`config.mk`:
```
export PLATFORM = sky130hd
export DESIGN_NAME = heq_ctrl
export DESIGN_NICKNAME = d
export VERILOG_FILES = /design/src/rtl/heq_pkg.sv /design/src/rtl/heq_ctrl.sv
export SDC_FILE = /design/constraint.sdc
export NUM_CORES = 1
export LEC_CHECK = 0
export ABC_AREA = 1
export BUFFER_PORTS_ARGS = -buffer_cell sky130_fd_sc_hd__buf_2
export CORE_MARGIN = 2
export CORE_UTILIZATION = 48
export DETAILED_ROUTE_END_ITERATION = 10
export GPL_ROUTABILITY_DRIVEN = 0
export PLACE_DENSITY = 0.74
export SYNTH_ARGS = -nofsm -noshare
export SYNTH_HDL_FRONTEND = slang
export SYNTH_SLANG_ARGS = --single-unit
```
`constraint.sdc`:
```
create_clock -name clk -period 2.8 [get_ports clk]
set_input_delay 0.42 -clock clk [delete_from_list [all_inputs] [get_ports clk]]
set_output_delay 0.42 -clock clk [all_outputs]
set_load 0.1 [all_outputs]
```
`src/rtl/heq_pkg.sv`:
```
// Shared types and constants of the histogram equalizer.
// Holds opcodes, register indexes, fixed field widths and the command struct
// that the controller sends to the datapath. No dependencies.
package heq_pkg;

    // Fixed field widths.
    localparam int BIN_W  = 8;
    localparam int PIX_W  = 8;
    localparam int OP_W   = 2;
    localparam int DIM_W  = 13;
    localparam int TOT_W  = 2 * DIM_W;
    localparam int Q_W    = 8;
    localparam int STEP_W = $clog2(Q_W);

    // Configuration port.
    localparam int APB_AW = 3;
    localparam int APB_DW = 32;
    localparam logic REG_WIDTH  = 1'b0;
    localparam logic REG_HEIGHT = 1'b1;

    // Opcodes carried in tuser.
    localparam logic [OP_W-1:0] OP_COUNT = 2'd0;
    localparam logic [OP_W-1:0] OP_BUILD = 2'd1;
    localparam logic [OP_W-1:0] OP_MAP   = 2'd2;

    localparam logic [PIX_W-1:0] PIX_MAX = 8'hFF;
    localparam logic [BIN_W-1:0] BIN_MAX = 8'hFF;

    // Commands from the controller to the datapath.
    typedef struct packed {
        logic             cnt_go;
        logic             map_go;
        logic             build_go;
        logic             hist_rd;
        logic             acc;
        logic             mul;
        logic             div_init;
        logic             div_step;
        logic             map_wr;
        logic             hist_clr;
        logic [BIN_W-1:0] bin;
    } heq_cmd_t;

endpackage

```
`src/rtl/heq_ctrl.sv`:
```
// Controller of the histogram equalizer: item acceptance and the table build
// sequencer (one bin at a time, eight divide steps per bin).
// Depends on heq_pkg.
module heq_ctrl
    import heq_pkg::*;
(
    input  logic            clk,
    input  logic            rst_n,
    input  logic            in_valid,
    input  logic [OP_W-1:0] opcode,
    input  logic            out_busy,
    output logic            in_ready,
    output heq_cmd_t        cmd
);

    localparam logic [2:0] S_RUN  = 3'd0;
    localparam logic [2:0] S_BRD  = 3'd1;
    localparam logic [2:0] S_BACC = 3'd2;
    localparam logic [2:0] S_BMUL = 3'd3;
    localparam logic [2:0] S_BSAT = 3'd4;
    localparam logic [2:0] S_BDIV = 3'd5;
    localparam logic [2:0] S_BWR  = 3'd6;

    localparam logic [STEP_W-1:0] STEP_LAST = STEP_W'(Q_W - 1);

    logic [2:0]        state_reg, state_next;
    logic [BIN_W-1:0]  bin_reg, bin_next;
    logic [STEP_W-1:0] step_reg, step_next;
    logic              accept;

    // Outside a build, a map item waits only while the output register holds an untaken item.
    assign in_ready = (state_reg == S_RUN) && !((opcode == OP_MAP) && out_busy);
    assign accept   = in_valid && in_ready;

    // Next state and command decode.
    always_comb
    begin
        cmd        = '0;
        cmd.bin    = bin_reg;
        state_next = state_reg;
        bin_next   = bin_reg;
        step_next  = step_reg;
        case (state_reg)
            S_RUN:
            begin
                cmd.cnt_go = accept && (opcode == OP_COUNT);
                cmd.map_go = accept && (opcode == OP_MAP);
                if (accept && (opcode == OP_BUILD))
                begin
                    cmd.build_go = 1'b1;
                    bin_next     = '0;
                    state_next   = S_BRD;
                end
            end
            S_BRD:
            begin
                cmd.hist_rd = 1'b1;
                state_next  = S_BACC;
            end
            S_BACC:
            begin
                cmd.acc    = 1'b1;
                state_next = S_BMUL;
            end
            S_BMUL:
            begin
                cmd.mul    = 1'b1;
                state_next = S_BSAT;
            end
            S_BSAT:
            begin
                cmd.div_init = 1'b1;
                step_next    = '0;
                state_next   = S_BDIV;
            end
            S_BDIV:
            begin
                cmd.div_step = 1'b1;
                if (step_reg == STEP_LAST)
                begin
                    state_next = S_BWR;
                end
                else
                begin
                    step_next = step_reg + STEP_W'(1);
                end
            end
            S_BWR:
            begin
                cmd.map_wr = 1'b1;
                if (bin_reg == BIN_MAX)
                begin
                    cmd.hist_clr = 1'b1;
                    state_next   = S_RUN;
                end
                else
                begin
                    bin_next   = bin_reg + BIN_W'(1);
                    state_next = S_BRD;
                end
            end
            default:
            begin
                state_next = S_RUN;
            end
        endcase
    end

    // State registers.
    always_ff @(posedge clk or negedge rst_n)
    begin
        if (!rst_n)
        begin
            state_reg <= S_RUN;
            bin_reg   <= '0;
            step_reg  <= '0;
        end
        else
        begin
            state_reg <= state_next;
            bin_reg   <= bin_next;
            step_reg  <= step_next;
        end
    end

    // A build item always starts the sweep at the first bin.
    a_build_start: assert property (@(posedge clk) disable iff (!rst_n)
        (accept && (opcode == OP_BUILD)) |=> ((state_reg == S_BRD) && (bin_reg == '0)))
        else $error("build did not start at bin zero");

    // The last divide step hands over to the table write.
    a_div_done: assert property (@(posedge clk) disable iff (!rst_n)
        ((state_reg == S_BDIV) && (step_reg == STEP_LAST)) |=> (state_reg == S_BWR))
        else $error("divide sequence did not end in a table write");

    // Writing the last bin returns the block to accepting items.
    a_build_end: assert property (@(posedge clk) disable iff (!rst_n)
        ((state_reg == S_BWR) && (bin_reg == BIN_MAX)) |=> (state_reg == S_RUN))
        else $error("build did not end after the last bin");

endmodule

```
=== After elaboration in Yosys (flattened, before gate mapping) ===
Cells that the tools add are included.

* Flip-flop bits (word level): 14
* Logic and storage cells: 51
* Input bits: 6
* Output and inout bits: 19

* Equality and inequality tests: 14
* Muxes and demuxes: 18
* Add/subtract/negate cells: 2
* Reduce and logical (&&, ||, !) cells: 14

{| class="wikitable"
|+ Operators with widths
! operator !! count
|-
| $pmux W3 S7 || 1
|-
| $mux W8 || 2
|-
| $pmux W8 S2 || 1
|-
| $eq A3 B3 Y1 const B || 4
|-
| $mux W3 || 4
|-
| $add A8 B1 Y8 const B || 1
|-
| $eq A8 B8 Y1 const B || 1
|-
| $mux W1 || 8
|-
| $eq A3 B2 Y1 const B || 2
|-
| $logic_and A1 B1 Y1 || 6
|-
| $ne A2 B2 Y1 const B || 3
|-
| $pmux W3 S2 || 1
|-
| $reduce_and A2 Y1 || 2
|-
| $reduce_bool A2 Y1 || 2
|-
| $add A3 B1 Y3 const B || 1
|-
| $eq A3 B1 Y1 const B || 1
|-
| $logic_not A3 Y1 || 1
|-
| $reduce_and A3 Y1 || 1
|-
| $eq A2 B1 Y1 const B || 1
|-
| $eq A2 B2 Y1 const B || 1
|-
| $logic_not A2 Y1 || 1
|-
| $mux W2 || 1
|-
| $ne A2 B1 Y1 const B || 1
|-
| $logic_not A1 Y1 || 1
|}

=== Longest topological paths before layout ===
Gate-level depths: netlist of run 1.

* Word-level depth: 8
* Mapped depth: 8
* Depth with buffers taken out: 8

=== Least setup slack after synthesis of run 1 ===
Ideal clock, no wire load.

* Kind: reg2out
* From: register state_reg[0]
* To: output cmd[15] (netlist bit)
* Slack: -1,628 ps
* Data required time: 2,380 ps
* Path buffers: 1
* Cell stages (with the launch flop): 7
* Data arrival time: 4,008 ps
* Path through: dfrtp_1 > buf_4 > nor2_1 > nand2_2 > a31oi_2 > nand2_1 > nor3_1

{| class="wikitable"
|+ RTL lines
! item !! RTL line !! source
|-
| start: declaration || heq_ctrl.sv:26 || <nowiki>logic [2:0] state_reg, state_next;</nowiki>
|-
| start signal: assignment || heq_ctrl.sv:120 || <nowiki>state_reg <= state_next;</nowiki>
|-
| end: declaration || heq_ctrl.sv:13 || <nowiki>output heq_cmd_t cmd</nowiki>
|}

==> impl_results.md, run 1 <==
- Die Wd: just under 50 um
- Maximum root-to-sink buffer count: 2
- RSZ-0062 raised after global routing: no
- Residual DRC: 0
- Clk slew on worst S/H paths: about 0.09 ns
- Crit Path Max Fanout: 8
- Nets: ~160
- Worst slew pin tran: approximately 0.5 ns
- Total core area: between 1500 and 2000 um^2
- Pre-Repair DR Iteration Count: 4
- Unique cell type count in the Yosys netlist: 23
- Final setup viols: 0
- Total gr overflow: 0
- Fraction of the mapped netlist area in adder cells: under 10%
- Final instance area: approximately 1200 um^2
- Fin crit share: between 80% and 90%
- DP Wirelength: between 1.5 and 2 mm
- Largest register FFs: 8
- Hold buffer count at CTS: 0
- Ports: 25
- Worst Hold Class: input pin to async pin
- Critical path endpoint category: primary output
- Skew final: around 0.0084 ns
- Largest net degree at the start of global routing: 15
- CP arrival: ~2 ns
- Number of DRC markers in iteration 0: 9
- IO Port Bufs: 24
- Post-Synth XOR/XNOR Area: 0%
- First-pass GRT wire length: between 2 and 3 mm
- Clk sinks: 14
- Hold Fails Final Rpt: 0
- Total design power: 1150 uW
- Final slew viol count: 0
- Result of the run: complete, no violations
- Maxcap violations: 0
- Fill cells: 182
- Initial antenna violation count: 0
- Avg WL per Cell: around 11 um
- Fraction of layout cells with a size suffix above 1: 31.1%
- Syn. warnings: 0
- ANT cells: 0
- Mapped Area: around 940 um^2
- Final min period: about 2.4 ns
- Post-synthesis sequential area ratio: 37.2%
- Post-Syn Nets: 132
- Simple-Gate Fraction of Synth Area: about a third
- Via density: around 4.8
- Placed inst area: 1150 um^2
- Syn avg cell area: between 7 and 8 um^2
- Row count: 16
- Root buffer cell: clkbuf_4
- Initial cell density of the core: 49.5%
- Post-synthesis cell count: approximately 120
- Vias in the first global route: between 600 and 700
- P_leak: between 0.0006 and 0.0007 uW
- Post-layout util: between 60 and 70%
- Worst vdd ir: between 800 and 900 uV
- Worst EP required: around 2.4 ns
- Clock buffers created by TritonCTS: 3
- Fmax: 0.411 GHz
- Largest family of logic cells by synthesized area: simple AND/OR/NAND/NOR gates
- Vias: between 800 and 900
- Total Routing Usage GR: between 15 and 20%
- Setup Buffers After CTS: 0
- Area growth, synth to finish: 24.3%
- CTS tree: done
- Routed Antenna Nets: 0
- CTS resizes: 0
- Die ar.: 2330 um^2
- Post-synthesis compound-gate area fraction: 15.0%
- Routed wire length: just under 2 mm
- PwrDens: about 990 nW/um^2
- Rel. slew slack: between 60% and 70%
- Chip Height: 48.3 um
- Mux share of post-synthesis cell area: 0%
- Startpoint Class: flip-flop
- H-tree Lvls: 1
- Skew-Pair Late Insertion Delay: between 0.2 and 0.3 ns
- Synth Register Bits: 14
- Crit path kind: flip-flop to primary output
- Worst reg2reg setup slack: 1.27 ns
-- placed cells by master, fill, tap and decap left out --
cell type	netlist	layout
nor3_4	0	3
nand3_2	1	1
nor3_1	7	1
nor2_2	0	1
or2_2	1	1
inv_4	1	1
o21ai_0	5	5
buf_2	0	24
nand3_1	6	6
nor2_4	1	1
dfrtp_1	14	14
nor3b_1	1	1
nor2_8	1	1
nor3_2	0	3
nand2_1	30	29
inv_1	17	17
clkbuf_4	0	3
nand2_4	2	3
o21bai_1	8	8
nor2_1	14	13
o211ai_1	1	1
nand4_1	1	1
nand2_2	2	2
ha_1	3	3
a31oi_4	1	2
a21oi_1	3	3
-- through the flow --
stage,TNS (ns),instances,setup WS [ns],hold slack [ns]
CTS,0,175,0.354,0.0388
detailed placement,0,172,0.664,0.340
floorplan,-0.119,123,-0.108,0.124
global route,0,175,0.244,0.0396
global placement,0,172,0.693,0.338
finish,0,175,0.368,0.0322
-- kinds of logic after synthesis --
family	count (synthesis)
and+or+nand+nor	67
buffers and inverters	20
AOI/OAI and AO/OA	19
DFF	14
adders and majority gates	3
-- final cells by class --
cell class | count | area, um^2 | area share, %
inverters | 18 | 70.1 | 5.99
clock buffers | 3 | 22.5 | 1.93
flip-flops and latches | 14 | 350 | 29.9
multi-input cells | 89 | 573 | 49.0
repair buffers | 24 | 120 | 10.3
well taps | 27 | 33.8 | 2.89
-- metal layers --
layer	part of all wire, %	track usage, %	wire length, um
met5	0	0	0
met4	0	4.86	0
met1	46	23.6	902
met2	51	30.0	998
met3	3.0	3.33	58
-- critical path, cell delays in order, from the launching register on --
cell and delay, ns:
dfrtp_1 0.52, nor2_1 0.17, nand2_2 0.13, a31oi_4 0.21, nand2_4 0.10, nor3_4 0.17
buf_2 0.44
-- worst paths after layout --
| kind | startpoint | end | cells after the start |
|---|---|---|---|
| max reg2reg | bin_reg[0] | bin_reg[0] | 8 |
| min in group clk | step_reg[1] | step_reg[1] | 2 |
| min reg2reg | step_reg[1] | step_reg[1] | 2 |
| max in group asynchronous | rst_n | step_reg[2] | 1 |
| max | state_reg[0] | cmd[16] | 6 |
| min | rst_n | bin_reg[0] | 1 |
-- power by group --
part	leakage (uW)	internal (uW)	total, uW	switching (uW)
logic	0.000413	147	727	580
registers	0.000189	244	313	68.9
clock network	0.0000138	49.7	113	62.8
-- Yosys cell counts --
cell       n  area share [%]
nand2_4    2             2.4
o211ai_1   1            0.80
nand4_1    1            0.67
nand3_1    6             3.2
buf_4      2             1.6
nand2_2    2             1.3
a31oi_2    1             1.3
ha_1       3             4.0
nor2_8     1             2.1
dfrtp_1   14              37
nor2_4     1             1.2
nand3_2    1             1.1
inv_1     17             6.8
or2_2      1            0.67
a31oi_4    1             2.3
inv_4      1            0.67
nor3b_1    1            0.80
o21bai_1   8             6.4
a21oi_1    3             1.6
o21ai_0    5             2.7
nor2_1    14             5.6
nor3_1     7             3.7
nand2_1   30              12
Power figures use the tool's default switching activity.
==> run 2, diff against run 1 <==
--- a/config.mk
+++ b/config.mk
@@ -5,9 +5,7 @@
 export SDC_FILE = /design/constraint.sdc
 export NUM_CORES = 1
 export LEC_CHECK = 0
-export ABC_AREA = 1
 export BUFFER_PORTS_ARGS = -buffer_cell sky130_fd_sc_hd__buf_2
-export CORE_MARGIN = 2
 export CORE_UTILIZATION = 48
 export DETAILED_ROUTE_END_ITERATION = 10
 export GPL_ROUTABILITY_DRIVEN = 0
==> run 2 against run 1 <==
Compared with the run above:
- final cell count shrank 19%
- first-iteration DRC count shrank 22%
- sequential share of layout area grew 3.0 points
- non-clock buffer count is the same
- largest power group is now registers
==> impl_results.md, run 2 <==
- Result of the run: complete, no violations
- Post-synthesis sequential area ratio: around two fifths
- Chip Height: ~45 um
- Vias: ~750
- Fraction of the mapped netlist area in adder cells: about 4.2%
- H-tree Lvls: 1
- Skew-Pair Late Insertion Delay: roughly 0.28 ns
- Post-Syn Nets: 103
- Syn avg cell area: between 9 and 10 um^2
- Met3 WL: just under 80 um
- Die Wd: ~45 um
- Placed cell count: 139
- Largest register FFs: 8
- Post-Synth XOR/XNOR Area: 6.81%
- Setup Buffers After CTS: 0
- Pre-Repair DR Iteration Count: 4
- Final instance area: ~1100 um^2
- Startpoint Class: flip-flop
- Mapped Area: 901 um^2
- First-pass GRT wire length: roughly 2.8 mm
- Final setup viols: 0
- Hold Fails Final Rpt: 0
- Maxcap violations: 0
- ANT cells: 0
- Clk sinks: 14
- Crit path kind: flip-flop to primary output
- Post-synth EDFFs: 0
- IO Port Bufs: 24
- Fraction of layout cells with a size suffix above 1: 35.9%
- CTS resizes: 0
- Unique cell type count in the Yosys netlist: 37
- Vias in the first global route: between 600 and 700
- Skew final: 0.00376 ns
- Met2 wire len: around 830 um
- Number of DRC markers in iteration 0: 7
- Total core area: approximately 1700 um^2
- Root buffer cell: clkbuf_4
- Total gr overflow: 0
- Row count: 15
- RSZ-0062 raised after global routing: no
- Avg WL per Cell: 12.4 um
- Critical path endpoint category: primary output
- Worst slew pin tran: approximately 0.49 ns
- Synth top area cells: dfrtp_1 (39%), ha_1 (4.2%), a22o_1 (3.9%)
- Die ar.: ~2100 um^2
- Syn. warnings: 0
- Crit Path Max Fanout: 11
- Final slew viol count: 0
- Routed wire length: about 1.8 mm
- Via density: ~5.3
- Fin crit share: roughly 86%
- Fin cells: between 100 and 150
- CP arrival: 1.99 ns
- Worst EP required: 2.38 ns
- Largest net degree at the start of global routing: 15
- Clk slew on worst S/H paths: about 0.09 ns
- Top cells by count, synth: dfrtp_1 (14), nand2_1 (9), nor2_1 (7), nand3_1 (6), o21ai_0 (6)
- Fill cells: 171
- Worst vdd ir: ~170 uV
- Synth top area share: between 30 and 40%
- Nets: approximately 130
- PwrDens: approximately 310 nW/um^2
- Commonest cells after routing, fill and taps aside: buf_2 (24), dfrtp_1 (12), nand2_1 (9)
- CTS tree: done
- DR top layer: met4
- Placed inst area: 1050 um^2
- Routed Antenna Nets: 0
- Initial antenna violation count: 0
- Simple-Gate Fraction of Synth Area: between 20% and 30%
- Initial cell density of the core: 51.6%
- Residual DRC: 0
- Top FF cell, synth: dfrtp_1
- Total Routing Usage GR: 19.4%
- Commonest non-fill, non-tap cell in the layout: buf_2
- Post-synthesis compound-gate area fraction: between 15 and 20%
- Asr flop ratio synth: 100%
- Hold buffer count at CTS: 0
- P_leak: approximately 0.00052 uW
- DP Wirelength: approximately 1.3 mm
- Clock buffers created by TritonCTS: 3
- M1 WL: roughly 840 um
- Synth Register Bits: 14
- Leading area contributor after synthesis: dfrtp_1
- Worst Hold Class: input pin to async pin
- Maximum root-to-sink buffer count: 2
- Post-synthesis cell count: 94
- Mux share of post-synthesis cell area: roughly 1.1%
- Most common cell in the netlist: dfrtp_1
- Ports: 25
- Largest family of logic cells by synthesized area: simple AND/OR/NAND/NOR gates
- Fmax: about 0.41 GHz
- Rel. slew slack: 67.8%
- Area growth, synth to finish: 18.8%
- Final min period: roughly 2.4 ns
## run 2: per-layer routing
layer | track usage (%) | up-vias
met2 | 29.0 | 27
met1 | 27.0 | 346
met4 | 10.9 | 0
li1 | - | 379
met5 | 0 | -
met3 | 2.40 | 2
## run 2: layout make-up
type | instances | area, um^2 | area share (%)
well taps | 25 | 31.3 | 2.92
clock buffers | 3 | 22.5 | 2.11
inverters | 5 | 18.8 | 1.75
multi-input cells | 71 | 524 | 49.0
flip-flops and latches | 14 | 353 | 33.0
repair buffers | 24 | 120 | 11.2
## run 2: through the flow
stage / TNS (ns) / power (uW) / setup slack (ns) / util, % / hold WS [ns]
finish: 0 / 327 / 0.388 / 61.3 / 0.0213
global route: 0 / 343 / 0.312 / 61.3 / 0.0362
CTS: 0 / 333 / 0.375 / 61.3 / 0.0308
detailed placement: 0 / 217 / 0.679 / 60.0 / 0.339
global placement: 0 / 217 / 0.705 / 60.0 / 0.337
floorplan: -0.232 / 208 / -0.232 / - / 0.124
## run 2: final timing paths
| check | startpoint | endpoint | slack, ns | cells past startpoint |
|---|---|---|---|---|
| hold / removal | rst_n | bin_reg[7] | 0.02 | 1 |
| hold reg to reg | step_reg[0] | step_reg[0] | 0.49 | 1 |
| min in group clk | step_reg[0] | step_reg[0] | 0.49 | 1 |
| setup / recovery | state_reg[2] | cmd[16] | 0.39 | 3 |
| setup reg to reg | bin_reg[0] | bin_reg[5] | 1.16 | 5 |
| max in group asynchronous | rst_n | bin_reg[1] | 2.52 | 1 |
## run 2: critical path: stages, from the launching register on
cell      delay [ns]
dfrtp_1         0.52
or3_4           0.49
and4bb_2        0.29
buf_2           0.42
## run 2: power breakdown
part           leakage (uW)  internal, uW  switching (uW)
Sequential         0.000152           202               0
Combinational      0.000359          3.72            7.06
Clock             0.0000138          49.8            64.6
Total              0.000525           255            71.7
## run 2: cell families after synthesis
kind of cell / Yosys count
buffers and inverters: 9
and+or+nand+nor: 40
xor gates and xnor gates: 7
adders and majority gates: 3
DFF: 14
AOI/OAI and AO/OA: 20
muxes: 1
==> run 3, diff against run 2 <==
--- a/config.mk
+++ b/config.mk
@@ -6,10 +6,10 @@
 export NUM_CORES = 1
 export LEC_CHECK = 0
 export BUFFER_PORTS_ARGS = -buffer_cell sky130_fd_sc_hd__buf_2
-export CORE_UTILIZATION = 48
+export CORE_MARGIN = 1.5
+export CORE_UTILIZATION = 40
 export DETAILED_ROUTE_END_ITERATION = 10
 export GPL_ROUTABILITY_DRIVEN = 0
-export PLACE_DENSITY = 0.74
 export SYNTH_ARGS = -nofsm -noshare
 export SYNTH_HDL_FRONTEND = slang
 export SYNTH_SLANG_ARGS = --single-unit
==> run 3 against run 2 <==
Compared with the run above:
- clock power up 32%
- first-iteration DRC count rose to 3.3 times the previous value
- sequential share of layout area decreased by 0.49 points
- critical path depth is the same
- non-clock buffer count did not move
- final cell count increased by 2.1%
- fmax fell by 1.4%
- hold slack got worse by 0.0060 ns
- wire length grew 1.5%
- total power increased by 11%
- highest routed layer unchanged
- global-route usage down 3.5 points
- sequential cell count did not move
==> impl_results.md, run 3 (synthesis results as in run 2) <==
- Clk slew on worst S/H paths: 0.09 ns
- Number of DRC markers in iteration 0: 23
- Total gr overflow: 0
- RSZ-0062 raised after global routing: no
- M2 GR Usage: approximately a quarter
- Nets: about 130
- Die ar.: ~2500 um^2
- ANT cells: 0
- PwrDens: about 340 nW/um^2
- Placed inst area: 1050 um^2
- Largest net degree at the start of global routing: 15
- Worst EP required: between 2 and 2.5 ns
- Area growth, synth to finish: 20.6%
- Clk sinks: 14
- Skew final: 0.00531 ns
- Worst vdd ir: 270 uV
- Residual DRC: 0
- Met1 GRT Util: 21.6%
- Vias in the first global route: approximately 670
- Die Wd: 50.5 um
- Fin crit share: between 80% and 90%
- Final instance area: 1090 um^2
- Initial antenna violation count: 0
- Post-layout util: between 50% and 60%
- Root buffer cell: clkbuf_4
- Pre-Repair DR Iteration Count: 4
- Total core area: slightly above 2000 um^2
- Final min period: between 2 and 2.5 ns
- Critical path endpoint category: primary output
- Rel. slew slack: roughly 68%
- DP Wirelength: approximately 1.3 mm
- CTS tree: done
- Final slew viol count: 0
- First-pass GRT wire length: approximately 3 mm
- Avg WL per Cell: about 12 um
- Total Routing Usage GR: approximately 16%
- Ports: 25
- Maxcap violations: 0
- Crit Path Max Fanout: 11
- Hold Fails Final Rpt: 0
- Via density: a little over 5
- Skew-Pair Late Insertion Delay: ~0.29 ns
- H-tree Lvls: 1
- Vias: between 700 and 800
- Worst slew pin tran: 0.487 ns
- Setup Buffers After CTS: 0
- CTS resizes: 0
- Total design power: about 360 uW
- Crit path kind: flip-flop to primary output
- Routed wire length: ~1.8 mm
- Initial cell density of the core: 44.1%
- Routed Antenna Nets: 0
- GRT Max-Usage Layer: met2
- Largest register FFs: 8
- Chip Height: slightly above 50 um
- Fraction of layout cells with a size suffix above 1: 36.4%
- CP arrival: 2.03 ns
- Commonest non-fill, non-tap cell in the layout: buf_2
- P_leak: ~0.00053 uW
- Final setup viols: 0
- Row count: 16
- IO Port Bufs: 24
- Startpoint Class: flip-flop
- Worst hold slack: roughly 0.015 ns
- Hold buffer count at CTS: 0
- Commonest cells after routing, fill and taps aside: buf_2 (24), dfrtp_1 (12), nand2_1 (9)
- Worst Hold Class: input pin to async pin
- Met3 usage: 4.46%
- Result of the run: complete, no violations
- Maximum root-to-sink buffer count: 2
- Fmax: 0.409 GHz
- Clock buffers created by TritonCTS: 3
## run 3: final cells by class
cell class              count  area, um^2
inverters                   5        18.8
well taps                  27        33.8
clock buffers               4        36.3
multi-input cells          71         524
fillers                   193         956
flip-flops and latches     14         353
repair buffers             24         120
## run 3: routing by layer
layer  share of wire [%]  wire [um]
met1                  48        855
met2                  46        816
met3                 5.7        102
met4                0.78         14
met5                   0          0
## run 3: power by group
part	switching (uW)	internal (uW)
logic	7.43	3.72
registers	0	202
clock network	71.7	79.2
total	79.1	285
## run 3: stage by stage
stage          cells  setup TNS [ns]  worst slack [ns]
6_report         145               0             0.354
5_1_grt          145               0             0.273
4_1_cts          145               0             0.341
3_5_place_dp     141               0             0.669
3_3_place_gp     141               0             0.702
2_1_floorplan     94          -0.232            -0.232
## run 3: worst max-delay path, cell delays in order (launching register included)
cell and delay (ns):
dfrtp_1 0.53, or3_4 0.49, and4bb_2 0.30, buf_2 0.42
## run 3: final timing paths
path,slack (ns),depth (start not counted),end,startpoint
setup / recovery,0.35,3,cmd[16],state_reg[2]
setup reg to reg,1.17,5,bin_reg[5],bin_reg[0]
max in group asynchronous,2.51,1,bin_reg[0],rst_n
hold / removal,0.02,1,state_reg[2],rst_n
hold reg to reg,0.49,1,step_reg[0],step_reg[0]
min in group clk,0.49,1,step_reg[0],step_reg[0]
